==> config.mk <==
export PLATFORM = sky130hd
export DESIGN_NAME = three_word_mix_string_hash
export DESIGN_NICKNAME = d
export VERILOG_FILES = /design/src/rtl/twmsh_pkg.sv /design/src/rtl/twmsh_front.sv /design/src/rtl/twmsh_queue.sv /design/src/rtl/twmsh_back.sv /design/src/rtl/three_word_mix_string_hash.sv
export SDC_FILE = /design/constraint.sdc
export NUM_CORES = 2
export LEC_CHECK = 0
export BUFFER_PORTS_ARGS = -buffer_cell sky130_fd_sc_hd__clkbuf_2
export CORE_ASPECT_RATIO = 0.7
export CORE_UTILIZATION = 57
export CTS_CLUSTER_SIZE = 14
export DETAILED_ROUTE_END_ITERATION = 8
export GPL_TIMING_DRIVEN = 0
export PLACE_DENSITY = 0.73
export SETUP_SLACK_MARGIN = 0.5
export SLEW_MARGIN = 30
export SYNTH_ARGS = -nofsm -noshare
export SYNTH_HDL_FRONTEND = slang
export SYNTH_SLANG_ARGS = --single-unit
==> constraint.sdc <==
create_clock -name clock -period 17.8 [get_ports clock]
set_input_delay 1.78 -clock clock [delete_from_list [all_inputs] [get_ports clock]]
set_output_delay 1.78 -clock clock [all_outputs]
set_load 0.03 [all_outputs]
==> src/rtl/twmsh_pkg.sv <==
package twmsh_pkg;

   localparam int unsigned BLOCK_BYTES = 12;
   localparam int unsigned FILL_W      = 4;
   localparam int unsigned MIX_ROWS    = 9;
   localparam int unsigned ROW_W       = 4;
   localparam int unsigned QUEUE_DEPTH = 4;
   localparam int unsigned QUEUE_PTR_W = 2;
   localparam int unsigned QUEUE_CNT_W = 3;
   localparam int unsigned CSR_INDEX_W = 1;
   localparam int unsigned CSR_DATA_W  = 32;

   localparam logic [31:0] GOLDEN_WORD       = 32'h9e3779b9;
   localparam logic [31:0] SEED_RESET        = 32'hdeadbeef;
   localparam logic [5:0]  BUCKET_BITS_RESET = 6'd8;

   // Configuration register indexes
   localparam logic [CSR_INDEX_W-1:0] CSR_INITIAL_VALUE = 1'b0;
   localparam logic [CSR_INDEX_W-1:0] CSR_BUCKET_BITS   = 1'b1;

   typedef struct packed {
      logic [7:0] key_byte;
      logic       byte_present;
      logic       last_byte;
   } req_type;

   typedef struct packed {
      logic [31:0] hash_value;
      logic [31:0] bucket_index;
   } rsp_type;

   // Work passed from the byte assembler to the mixer
   typedef struct packed {
      logic        first;     // first job of a key: start from golden words and seed
      logic [31:0] seed;
      logic [31:0] word_a;
      logic [31:0] word_b;
      logic [31:0] word_c;    // tail job: already holds the key length
      logic        block;     // words are a complete 12-byte block
      logic        finish;    // key ends with this job
      logic [31:0] key_len;
   } job_type;

endpackage

==> src/rtl/twmsh_front.sv <==
module twmsh_front (
   input  logic               clock,
   input  logic               reset,
   input  logic               req_valid,
   output logic               req_stall,
   input  twmsh_pkg::req_type req_item,
   input  logic [31:0]        initial_value,
   input  logic               queue_full,
   output logic               job_push,
   output twmsh_pkg::job_type job_data
);
   import twmsh_pkg::*;

   logic [7:0]        byte_ff [BLOCK_BYTES];
   logic [FILL_W-1:0] fill_ff, fill_in;
   logic [31:0]       len_ff, len_in;
   logic [31:0]       seed_ff, seed_in;
   logic              first_ff, first_in;

   logic              accept;
   logic [FILL_W-1:0] new_fill;
   logic              full_block;
   logic [31:0]       len_new;
   logic [31:0]       seed_eff;
   logic [7:0]        view [BLOCK_BYTES];
   logic [7:0]        vmask [BLOCK_BYTES];
   logic [31:0]       tail_c;
   logic [31:0]       blk_c;

   assign req_stall = queue_full;
   assign accept    = req_valid && !req_stall;

   assign new_fill   = fill_ff + FILL_W'(req_item.byte_present);
   assign full_block = (new_fill == FILL_W'(BLOCK_BYTES));
   assign len_new    = len_ff + 32'(req_item.byte_present);
   assign seed_eff   = (len_ff == 32'd0) ? initial_value : seed_ff;

   // Buffer as it stands with the incoming byte in place
   always_comb begin
      for (int i = 0; i < BLOCK_BYTES; i++) begin
         view[i]  = (req_item.byte_present && (fill_ff == FILL_W'(i))) ?
                    req_item.key_byte : byte_ff[i];
         vmask[i] = (FILL_W'(i) < new_fill) ? view[i] : 8'h00;
      end
   end

   assign blk_c  = {vmask[11], vmask[10], vmask[9], vmask[8]};
   assign tail_c = {vmask[10], vmask[9], vmask[8], 8'h00};

   always_comb begin
      job_push         = accept && (full_block || req_item.last_byte);
      job_data.first   = first_ff;
      job_data.seed    = seed_eff;
      job_data.word_a  = {vmask[3], vmask[2], vmask[1], vmask[0]};
      job_data.word_b  = {vmask[7], vmask[6], vmask[5], vmask[4]};
      job_data.word_c  = full_block ? blk_c : (tail_c + len_new);
      job_data.block   = full_block;
      job_data.finish  = req_item.last_byte;
      job_data.key_len = len_new;
   end

   always_comb begin
      fill_in  = fill_ff;
      len_in   = len_ff;
      seed_in  = seed_ff;
      first_in = first_ff;
      if (accept) begin
         seed_in = seed_eff;
         if (req_item.byte_present) begin
            len_in  = len_new;
            fill_in = full_block ? '0 : new_fill;
         end
         if (job_push) begin
            first_in = 1'b0;
         end
         // a finished key starts over
         if (req_item.last_byte) begin
            fill_in  = '0;
            len_in   = '0;
            first_in = 1'b1;
         end
      end
   end

   always_ff @(posedge clock) begin
      if (reset) begin
         fill_ff  <= '0;
         len_ff   <= '0;
         first_ff <= 1'b1;
      end else begin
         fill_ff  <= fill_in;
         len_ff   <= len_in;
         first_ff <= first_in;
      end
   end

   always_ff @(posedge clock) begin
      seed_ff <= seed_in;
      for (int i = 0; i < BLOCK_BYTES; i++) begin
         if (accept && req_item.byte_present && (fill_ff == FILL_W'(i))) begin
            byte_ff[i] <= req_item.key_byte;
         end
      end
   end

endmodule

==> src/rtl/twmsh_queue.sv <==
module twmsh_queue (
   input  logic               clock,
   input  logic               reset,
   input  logic               push,
   input  twmsh_pkg::job_type push_data,
   output logic               full,
   input  logic               pop,
   output logic               head_valid,
   output twmsh_pkg::job_type head_data
);
   import twmsh_pkg::*;

   job_type                entry_ff [QUEUE_DEPTH];
   logic [QUEUE_PTR_W-1:0] wr_ptr_ff, wr_ptr_in;
   logic [QUEUE_PTR_W-1:0] rd_ptr_ff, rd_ptr_in;
   logic [QUEUE_CNT_W-1:0] count_ff, count_in;
   logic                   do_push;
   logic                   do_pop;

   assign full       = (count_ff == QUEUE_CNT_W'(QUEUE_DEPTH));
   assign head_valid = (count_ff != '0);
   assign head_data  = entry_ff[rd_ptr_ff];
   assign do_push    = push && !full;
   assign do_pop     = pop && head_valid;

   always_comb begin
      wr_ptr_in = do_push ? wr_ptr_ff + 1'b1 : wr_ptr_ff;
      rd_ptr_in = do_pop ? rd_ptr_ff + 1'b1 : rd_ptr_ff;
      count_in  = count_ff + QUEUE_CNT_W'(do_push) - QUEUE_CNT_W'(do_pop);
   end

   always_ff @(posedge clock) begin
      if (reset) begin
         wr_ptr_ff <= '0;
         rd_ptr_ff <= '0;
         count_ff  <= '0;
      end else begin
         wr_ptr_ff <= wr_ptr_in;
         rd_ptr_ff <= rd_ptr_in;
         count_ff  <= count_in;
      end
   end

   always_ff @(posedge clock) begin
      if (do_push) begin
         entry_ff[wr_ptr_ff] <= push_data;
      end
   end

endmodule

==> src/rtl/twmsh_back.sv <==
module twmsh_back (
   input  logic               clock,
   input  logic               reset,
   input  logic               job_valid,
   input  twmsh_pkg::job_type job_data,
   output logic               job_pop,
   input  logic [5:0]         bucket_bits,
   output logic               rsp_valid,
   input  logic               rsp_stall,
   output twmsh_pkg::rsp_type rsp_item
);
   import twmsh_pkg::*;

   typedef enum logic [1:0] {
      ST_IDLE,
      ST_MIX,
      ST_ADD_LEN,
      ST_EMIT
   } state_type;

   state_type        state_ff, state_in;
   logic [ROW_W-1:0] row_ff, row_in;
   logic [31:0]      a_ff, a_in, b_ff, b_in, c_ff, c_in;
   logic             block_ff, block_in;
   logic             finish_ff, finish_in;
   logic [31:0]      len_ff, len_in;
   logic             rsp_valid_ff, rsp_valid_in;
   rsp_type          rsp_ff, rsp_in;

   logic [31:0]      ma, mb, mc;
   logic [31:0]      mask;
   logic             out_free;

   assign out_free = !rsp_valid_ff || !rsp_stall;
   assign mask     = (bucket_bits >= 6'd32) ? 32'hffffffff :
                     ~(32'hffffffff << bucket_bits[4:0]);

   // One row of the mix per cycle
   always_comb begin
      ma = a_ff;
      mb = b_ff;
      mc = c_ff;
      unique case (row_ff)
         4'd0: ma = (a_ff - b_ff - c_ff) ^ (c_ff >> 13);
         4'd1: mb = (b_ff - c_ff - a_ff) ^ (a_ff << 8);
         4'd2: mc = (c_ff - a_ff - b_ff) ^ (b_ff >> 13);
         4'd3: ma = (a_ff - b_ff - c_ff) ^ (c_ff >> 12);
         4'd4: mb = (b_ff - c_ff - a_ff) ^ (a_ff << 16);
         4'd5: mc = (c_ff - a_ff - b_ff) ^ (b_ff >> 5);
         4'd6: ma = (a_ff - b_ff - c_ff) ^ (c_ff >> 3);
         4'd7: mb = (b_ff - c_ff - a_ff) ^ (a_ff << 10);
         4'd8: mc = (c_ff - a_ff - b_ff) ^ (b_ff >> 15);
         default: ;
      endcase
   end

   always_comb begin
      state_in     = state_ff;
      row_in       = row_ff;
      a_in         = a_ff;
      b_in         = b_ff;
      c_in         = c_ff;
      block_in     = block_ff;
      finish_in    = finish_ff;
      len_in       = len_ff;
      rsp_in       = rsp_ff;
      rsp_valid_in = rsp_valid_ff && rsp_stall;
      job_pop      = 1'b0;
      unique case (state_ff)
         ST_IDLE: begin
            if (job_valid) begin
               job_pop   = 1'b1;
               a_in      = (job_data.first ? GOLDEN_WORD : a_ff) + job_data.word_a;
               b_in      = (job_data.first ? GOLDEN_WORD : b_ff) + job_data.word_b;
               c_in      = (job_data.first ? job_data.seed : c_ff) + job_data.word_c;
               block_in  = job_data.block;
               finish_in = job_data.finish;
               len_in    = job_data.key_len;
               row_in    = '0;
               state_in  = ST_MIX;
            end
         end
         ST_MIX: begin
            a_in = ma;
            b_in = mb;
            c_in = mc;
            if (row_ff == ROW_W'(MIX_ROWS - 1)) begin
               if (block_ff && finish_ff) begin
                  state_in = ST_ADD_LEN;
               end else if (finish_ff) begin
                  state_in = ST_EMIT;
               end else begin
                  state_in = ST_IDLE;
               end
            end else begin
               row_in = row_ff + 1'b1;
            end
         end
         ST_ADD_LEN: begin
            // key ended on a full block: add the length alone, mix again
            c_in     = c_ff + len_ff;
            block_in = 1'b0;
            row_in   = '0;
            state_in = ST_MIX;
         end
         ST_EMIT: begin
            if (out_free) begin
               rsp_valid_in        = 1'b1;
               rsp_in.hash_value   = c_ff;
               rsp_in.bucket_index = c_ff & mask;
               state_in            = ST_IDLE;
            end
         end
         default: state_in = ST_IDLE;
      endcase
   end

   always_ff @(posedge clock) begin
      if (reset) begin
         state_ff     <= ST_IDLE;
         rsp_valid_ff <= 1'b0;
      end else begin
         state_ff     <= state_in;
         rsp_valid_ff <= rsp_valid_in;
      end
      row_ff    <= row_in;
      a_ff      <= a_in;
      b_ff      <= b_in;
      c_ff      <= c_in;
      block_ff  <= block_in;
      finish_ff <= finish_in;
      len_ff    <= len_in;
      rsp_ff    <= rsp_in;
   end

   assign rsp_valid = rsp_valid_ff;
   assign rsp_item  = rsp_ff;

endmodule

==> src/rtl/three_word_mix_string_hash.sv <==
// Streaming three-word mix string hash, 32 bits, one key byte per item.
// Feed a key in order with byte_present set; mark its final item with
// last_byte (an item with last_byte and no byte closes an empty key) and one
// item comes back with hash_value and its bucket_index. The byte assembler
// takes one item per cycle; it stalls only when its four-entry job queue is
// full. For each job the mixer adds the words into a, b and c, then runs nine
// mix rows; at a key's end it adds the length and runs the nine rows again if
// the key ended exactly on a block boundary, then loads the result register.
// The queue lets the assembler take new bytes while the mixer is busy with
// an earlier job; when the mixer falls behind, the queue fills and intake
// stalls, so runs of short keys can be held back by the mixer. initial_value
// is the seed of word c: written before a key's first byte it applies to that
// key, written later to the next key. bucket_bits of 0 gives bucket_index 0,
// 32 or more keeps all bits.
module three_word_mix_string_hash (
   input  logic                                    clock,
   input  logic                                    reset,
   input  logic                                    req_valid,
   output logic                                    req_stall,
   input  twmsh_pkg::req_type                      req_item,
   output logic                                    rsp_valid,
   input  logic                                    rsp_stall,
   output twmsh_pkg::rsp_type                      rsp_item,
   input  logic                                    csr_write_en,
   input  logic [twmsh_pkg::CSR_INDEX_W-1:0]       csr_index,
   input  logic [twmsh_pkg::CSR_DATA_W-1:0]        csr_write_data
);
   import twmsh_pkg::*;

   // Configuration registers
   logic [31:0] initial_value_ff, initial_value_in;
   logic [5:0]  bucket_bits_ff, bucket_bits_in;

   // Front to queue to back
   logic        job_push;
   job_type     push_data;
   logic        queue_full;
   logic        job_pop;
   logic        head_valid;
   job_type     head_data;

   // Decode register writes; hold otherwise
   always_comb begin
      initial_value_in = initial_value_ff;
      bucket_bits_in   = bucket_bits_ff;
      if (csr_write_en) begin
         unique case (csr_index)
            CSR_INITIAL_VALUE: initial_value_in = csr_write_data[31:0];
            CSR_BUCKET_BITS:   bucket_bits_in   = csr_write_data[5:0];
            default: ;
         endcase
      end
   end

   always_ff @(posedge clock) begin
      if (reset) begin
         initial_value_ff <= SEED_RESET;
         bucket_bits_ff   <= BUCKET_BITS_RESET;
      end else begin
         initial_value_ff <= initial_value_in;
         bucket_bits_ff   <= bucket_bits_in;
      end
   end

   // Front: collect bytes, cut full blocks and key tails into jobs
   twmsh_front u_front (
      .clock         (clock),
      .reset         (reset),
      .req_valid     (req_valid),
      .req_stall     (req_stall),
      .req_item      (req_item),
      .initial_value (initial_value_ff),
      .queue_full    (queue_full),
      .job_push      (job_push),
      .job_data      (push_data)
   );

   // Queue: decouple byte intake from the multi-cycle mix
   twmsh_queue u_queue (
      .clock      (clock),
      .reset      (reset),
      .push       (job_push),
      .push_data  (push_data),
      .full       (queue_full),
      .pop        (job_pop),
      .head_valid (head_valid),
      .head_data  (head_data)
   );

   // Back: add words, mix one row per cycle, emit the finished hash
   twmsh_back u_back (
      .clock       (clock),
      .reset       (reset),
      .job_valid   (head_valid),
      .job_data    (head_data),
      .job_pop     (job_pop),
      .bucket_bits (bucket_bits_ff),
      .rsp_valid   (rsp_valid),
      .rsp_stall   (rsp_stall),
      .rsp_item    (rsp_item)
   );

endmodule
==> impl_results.html <==
<table>
<tr><th>Metric</th><th>Value</th></tr>
<tr><th colspan="2">STA</th></tr>
<tr><td>RSZ-0062 raised after global routing</td><td>false</td></tr>
<tr><td>Actual transition at the worst max-transition pin</td><td>1.12 ns</td></tr>
<tr><td>Fin crit share</td><td>between 40% and 50%</td></tr>
<tr><td>Time the worst path needs with I/O delays and setup</td><td>~7.2 ns</td></tr>
<tr><td>Setup ws final</td><td>about 11 ns</td></tr>
<tr><td>Fin. max-slew vios</td><td>0</td></tr>
<tr><td>Max Clk Rate</td><td>~140 MHz</td></tr>
<tr><td>Worst slew margin</td><td>approximately a quarter</td></tr>
<tr><td>Final hold violation count</td><td>0</td></tr>
<tr><td>Clock tree skew after final layout</td><td>~0.055 ns</td></tr>
<tr><td>Final setup viols</td><td>0</td></tr>
<tr><td>Accumulated negative setup slack</td><td>0 ns</td></tr>
<tr><th colspan="2">Worst setup path</th></tr>
<tr><td>Worst endpoint data arrival time</td><td>~7.6 ns</td></tr>
<tr><td>Depth of the worst register-to-register path</td><td>17</td></tr>
<tr><td>CP Capture Type</td><td>flop</td></tr>
<tr><td>Register-to-register setup slack</td><td>roughly 11 ns</td></tr>
<tr><td>Critical path launch point type</td><td>flop</td></tr>
<tr><td>Critical register-to-register path endpoint</td><td>u_back.b_ff[29]</td></tr>
<tr><td>Kind of critical path</td><td>reg2reg</td></tr>
<tr><td>Required time of the critical path</td><td>18.24 ns</td></tr>
<tr><td>Maximum fanout along the worst path</td><td>10</td></tr>
<tr><th colspan="2">Global routing</th></tr>
<tr><td>Maximum number of pins on one net before global-route repair</td><td>between 40 and 50</td></tr>
<tr><td>Global-route wire length before repair</td><td>roughly 280000 µm</td></tr>
<tr><td>Number of antenna violations at the first check in global routing</td><td>6</td></tr>
<tr><td>Remaining global-route overflow</td><td>0</td></tr>
<tr><td>Vias in the first global route</td><td>39100</td></tr>
<tr><td>Total global-route track usage</td><td>a little under two fifths</td></tr>
<tr><th colspan="2">CTS</th></tr>
<tr><td>Clock network latency to the later pin of the worst-skew pair</td><td>between 0.7 and 0.8 ns</td></tr>
<tr><td>Max Root-Sink Buffers</td><td>3</td></tr>
<tr><td>CTS tree</td><td>yes</td></tr>
<tr><td>CTS Hold Bufs</td><td>0</td></tr>
<tr><td>Clock sinks</td><td>about 1100</td></tr>
<tr><td>Num CTS Buffers</td><td>98</td></tr>
<tr><td>Max H-tree Level</td><td>3</td></tr>
<tr><td># resized after CTS</td><td>0</td></tr>
<tr><td>Clock transition at the registers of the reported paths</td><td>0.07 ns</td></tr>
<tr><td>Root buffer selected by CTS</td><td>sky130_fd_sc_hd__clkbuf_16</td></tr>
<tr><td>Setup Fix Bufs, Post-CTS</td><td>0</td></tr>
<tr><th colspan="2">Synthesis</th></tr>
<tr><td>Count of flip-flops with a built-in enable after synthesis</td><td>a little under 1000</td></tr>
<tr><td>Most used flip-flop cell after synthesis</td><td>sky130_fd_sc_hd__edfxtp_1</td></tr>
<tr><td>Synthesized instance count</td><td>between 4000 and 5000</td></tr>
<tr><td>Number of nets in the synthesized netlist</td><td>5093</td></tr>
<tr><td>Average cell area after synthesis</td><td>about 13 µm²</td></tr>
<tr><td>Number of warnings issued by yosys</td><td>0</td></tr>
<tr><td>Sequential area share after synthesis</td><td>a little over half</td></tr>
<tr><td>#FFs+latches synth</td><td>between 1000 and 1500</td></tr>
<tr><td>Netlist Area Pre-Place</td><td>between 50000 and 60000 µm²</td></tr>
<tr><td>Post-synthesis async set-or-reset flop share</td><td>0%</td></tr>
<tr><td>Distinct cell type count of the synthesized netlist</td><td>93</td></tr>
<tr><th colspan="2">Run status</th></tr>
<tr><td>Run status</td><td>finished, final reports clean</td></tr>
<tr><th colspan="2">Placement</th></tr>
<tr><td>Number of cells in the design after placement</td><td>roughly 6000</td></tr>
<tr><td>Last weighted congestion value of the routability-driven placer</td><td>about 1.0</td></tr>
<tr><td>Setup slack at placement</td><td>slightly above 10 ns</td></tr>
<tr><td>Port Buffer Count</td><td>110</td></tr>
<tr><td>Detailed placer's ending HPWL</td><td>between 100000 and 150000 µm</td></tr>
<tr><th colspan="2">Route</th></tr>
<tr><td>DRC marker count from the first detailed-route iteration</td><td>~6400</td></tr>
<tr><td>Routed Antenna Nets</td><td>0</td></tr>
<tr><td>Avg WL per Cell</td><td>between 30 and 40 µm</td></tr>
<tr><td>Vias per std cell</td><td>between 6 and 7</td></tr>
<tr><td>Total wire length</td><td>194000 µm</td></tr>
<tr><td>Total number of vias</td><td>approximately 42000</td></tr>
<tr><td>Drc violations</td><td>0</td></tr>
<tr><td>Total iterations of the first detailed-routing run</td><td>6</td></tr>
<tr><th colspan="2">Final layout</th></tr>
<tr><td>Non-filler cells, final</td><td>6337</td></tr>
<tr><td>Number of inserted filler cells in the final layout</td><td>7572</td></tr>
<tr><td>Fraction of layout instances using a drive strength above 1</td><td>roughly 12%</td></tr>
<tr><td>Area growth syn-to-layout</td><td>10.5%</td></tr>
<tr><td>Register with the most flip-flops</td><td>u_queue.entry_ff</td></tr>
<tr><td>Number of flip-flops in the largest register</td><td>652</td></tr>
<tr><td>Layout Nets</td><td>around 5300</td></tr>
<tr><th colspan="2">Die</th></tr>
<tr><td># IOs</td><td>between 100 and 150</td></tr>
<tr><td>Die boundary width</td><td>approximately 390 µm</td></tr>
<tr><td>Die Span Y</td><td>270 µm</td></tr>
<tr><td>Number of cell rows</td><td>between 90 and 100</td></tr>
<tr><td>Full die area</td><td>about 100000 µm²</td></tr>
<tr><td>Area inside the core boundary</td><td>~100000 µm²</td></tr>
<tr><td>Effective utilization at floorplan</td><td>between 50% and 60%</td></tr>
<tr><th colspan="2">Min path</th></tr>
<tr><td>Hold Path Depth</td><td>2</td></tr>
<tr><td>Hold Path Origin</td><td>initial_value_ff[17]</td></tr>
<tr><td>Kind of path behind the tightest hold check</td><td>reg2reg</td></tr>
<tr><td>Hold EP</td><td>initial_value_ff[17]</td></tr>
<tr><th colspan="2">Flow run</th></tr>
<tr><td>Total of max-cap violations</td><td>0</td></tr>
</table>
==> worst max path at each step <==
stage                      from                       end
finish                     flop           u_back.b_ff[29]
detailed placement  req_item[1]   u_queue.entry_ff[0][64]
floorplan           req_item[1]    u_queue.entry_ff[0][0]
CTS                        flop           u_back.b_ff[29]
global placement    req_item[1]  u_queue.entry_ff[1][132]
global route        req_item[1]   u_queue.entry_ff[1][64]
==> critical path, cell delays in order (launching register included) <==
cell	delay, ns
sky130_fd_sc_hd__dfxtp_1	0.30
sky130_fd_sc_hd__clkbuf_1	0.71
sky130_fd_sc_hd__mux4_2	0.38
sky130_fd_sc_hd__clkbuf_2	0.47
sky130_fd_sc_hd__clkbuf_1	0.69
sky130_fd_sc_hd__clkbuf_1	0.81
sky130_fd_sc_hd__nor2_1	0.15
sky130_fd_sc_hd__ha_1	0.40
sky130_fd_sc_hd__o21ai_0	0.28
sky130_fd_sc_hd__o211ai_1	0.17
sky130_fd_sc_hd__nand4_1	0.21
sky130_fd_sc_hd__a21oi_1	0.23
sky130_fd_sc_hd__a221o_1	0.42
sky130_fd_sc_hd__a31oi_1	0.63
sky130_fd_sc_hd__o21bai_1	0.18
sky130_fd_sc_hd__a21oi_1	0.19
sky130_fd_sc_hd__xor2_1	0.45
sky130_fd_sc_hd__a2bb2oi_1	0.16
==> stage by stage <==
stage	util (%)	hold slack, ns	cell area, µm²
after floorplan	-	0.424	58600
after global placement	60.2	0.444	60800
after detailed placement	61.0	0.444	61600
after CTS	64.0	0.455	64700
after global routing	64.1	0.494	64700
final	64.1	0.458	64700
==> placed cells by master (no fill, tap or decap), drive strengths merged, types with 24 or more instances in the layout <==
master	instances
ha	264
nor3	61
a22oi	51
a21o	118
nand3b	37
a21oi	324
mux2	35
nand2	306
nand4	27
edfxtp	978
o211ai	25
buf	52
inv	180
clkbuf	403
nor2	366
nor2b	24
a211oi	33
dfxtp	87
a221oi	29
a31oi	27
and3	41
o21a	32
o22ai	47
xnor2	282
nand3	76
mux2i	112
mux4	164
nand2b	36
clkinv	39
or2	48
o21bai	32
and2	29
fa	99
o21ai	222
xor2	101
==> synth_stat cells (all sizes together), types with 25 or more instances <==
cell type	instances	area, µm²
edfxtp	978	29400
nor2	366	1370
a21oi	324	1630
nand2	306	1150
xnor2	282	2470
ha	264	3300
o21ai	222	1110
inv	175	657
mux4	164	3690
clkbuf	154	578
a21o	118	886
mux2i	112	1120
xor2	101	903
fa	99	1980
dfxtp	87	1740
nand3	76	408
nor3	61	305
a22oi	51	383
or2	48	300
o22ai	47	294
and3	41	264
nand3b	37	278
nand2b	36	225
mux2	35	394
a211oi	33	253
buf	33	129
o21a	32	240
o21bai	32	240
a221oi	29	260
and2	29	184
a31oi	27	169
nand4	27	169
o211ai	25	188
==> layer usage <==
metal	global-route usage (%)	share of wire [%]	vias up
met5	0	0	-
met4	8.86	2.6	0
met3	13.2	15	302
met2	48.8	39	2794
met1	58.2	43	21000
li1	-	-	18100
==> area by class of cell <==
type	instances	area [µm²]	area share, %
sequential	1065	31100	48.1
multi-input combinational	3253	26200	40.5
inverter	177	664	1.03
clock inverter	47	445	0.688
tap	1336	1670	2.58
clock buffer	129	2640	4.08
timing repair buffer	139	1200	1.86
antenna	4	10.0	0.0155
buffer	187	739	1.14
==> logic make-up after synthesis <==
logic type / synth area share [%]
AO/OA/AOI/OAI: 11.9
XOR/XNOR: 5.83
adder cells (fa/ha/maj): 9.02
buffers and inverters: 2.34
flip-flops: 53.1
multiplexers: 8.89
AND/OR/NAND/NOR: 8.91
Power is not shown: default switching activity piles up to over one toggle a cycle in this logic, so the estimate is an artifact.
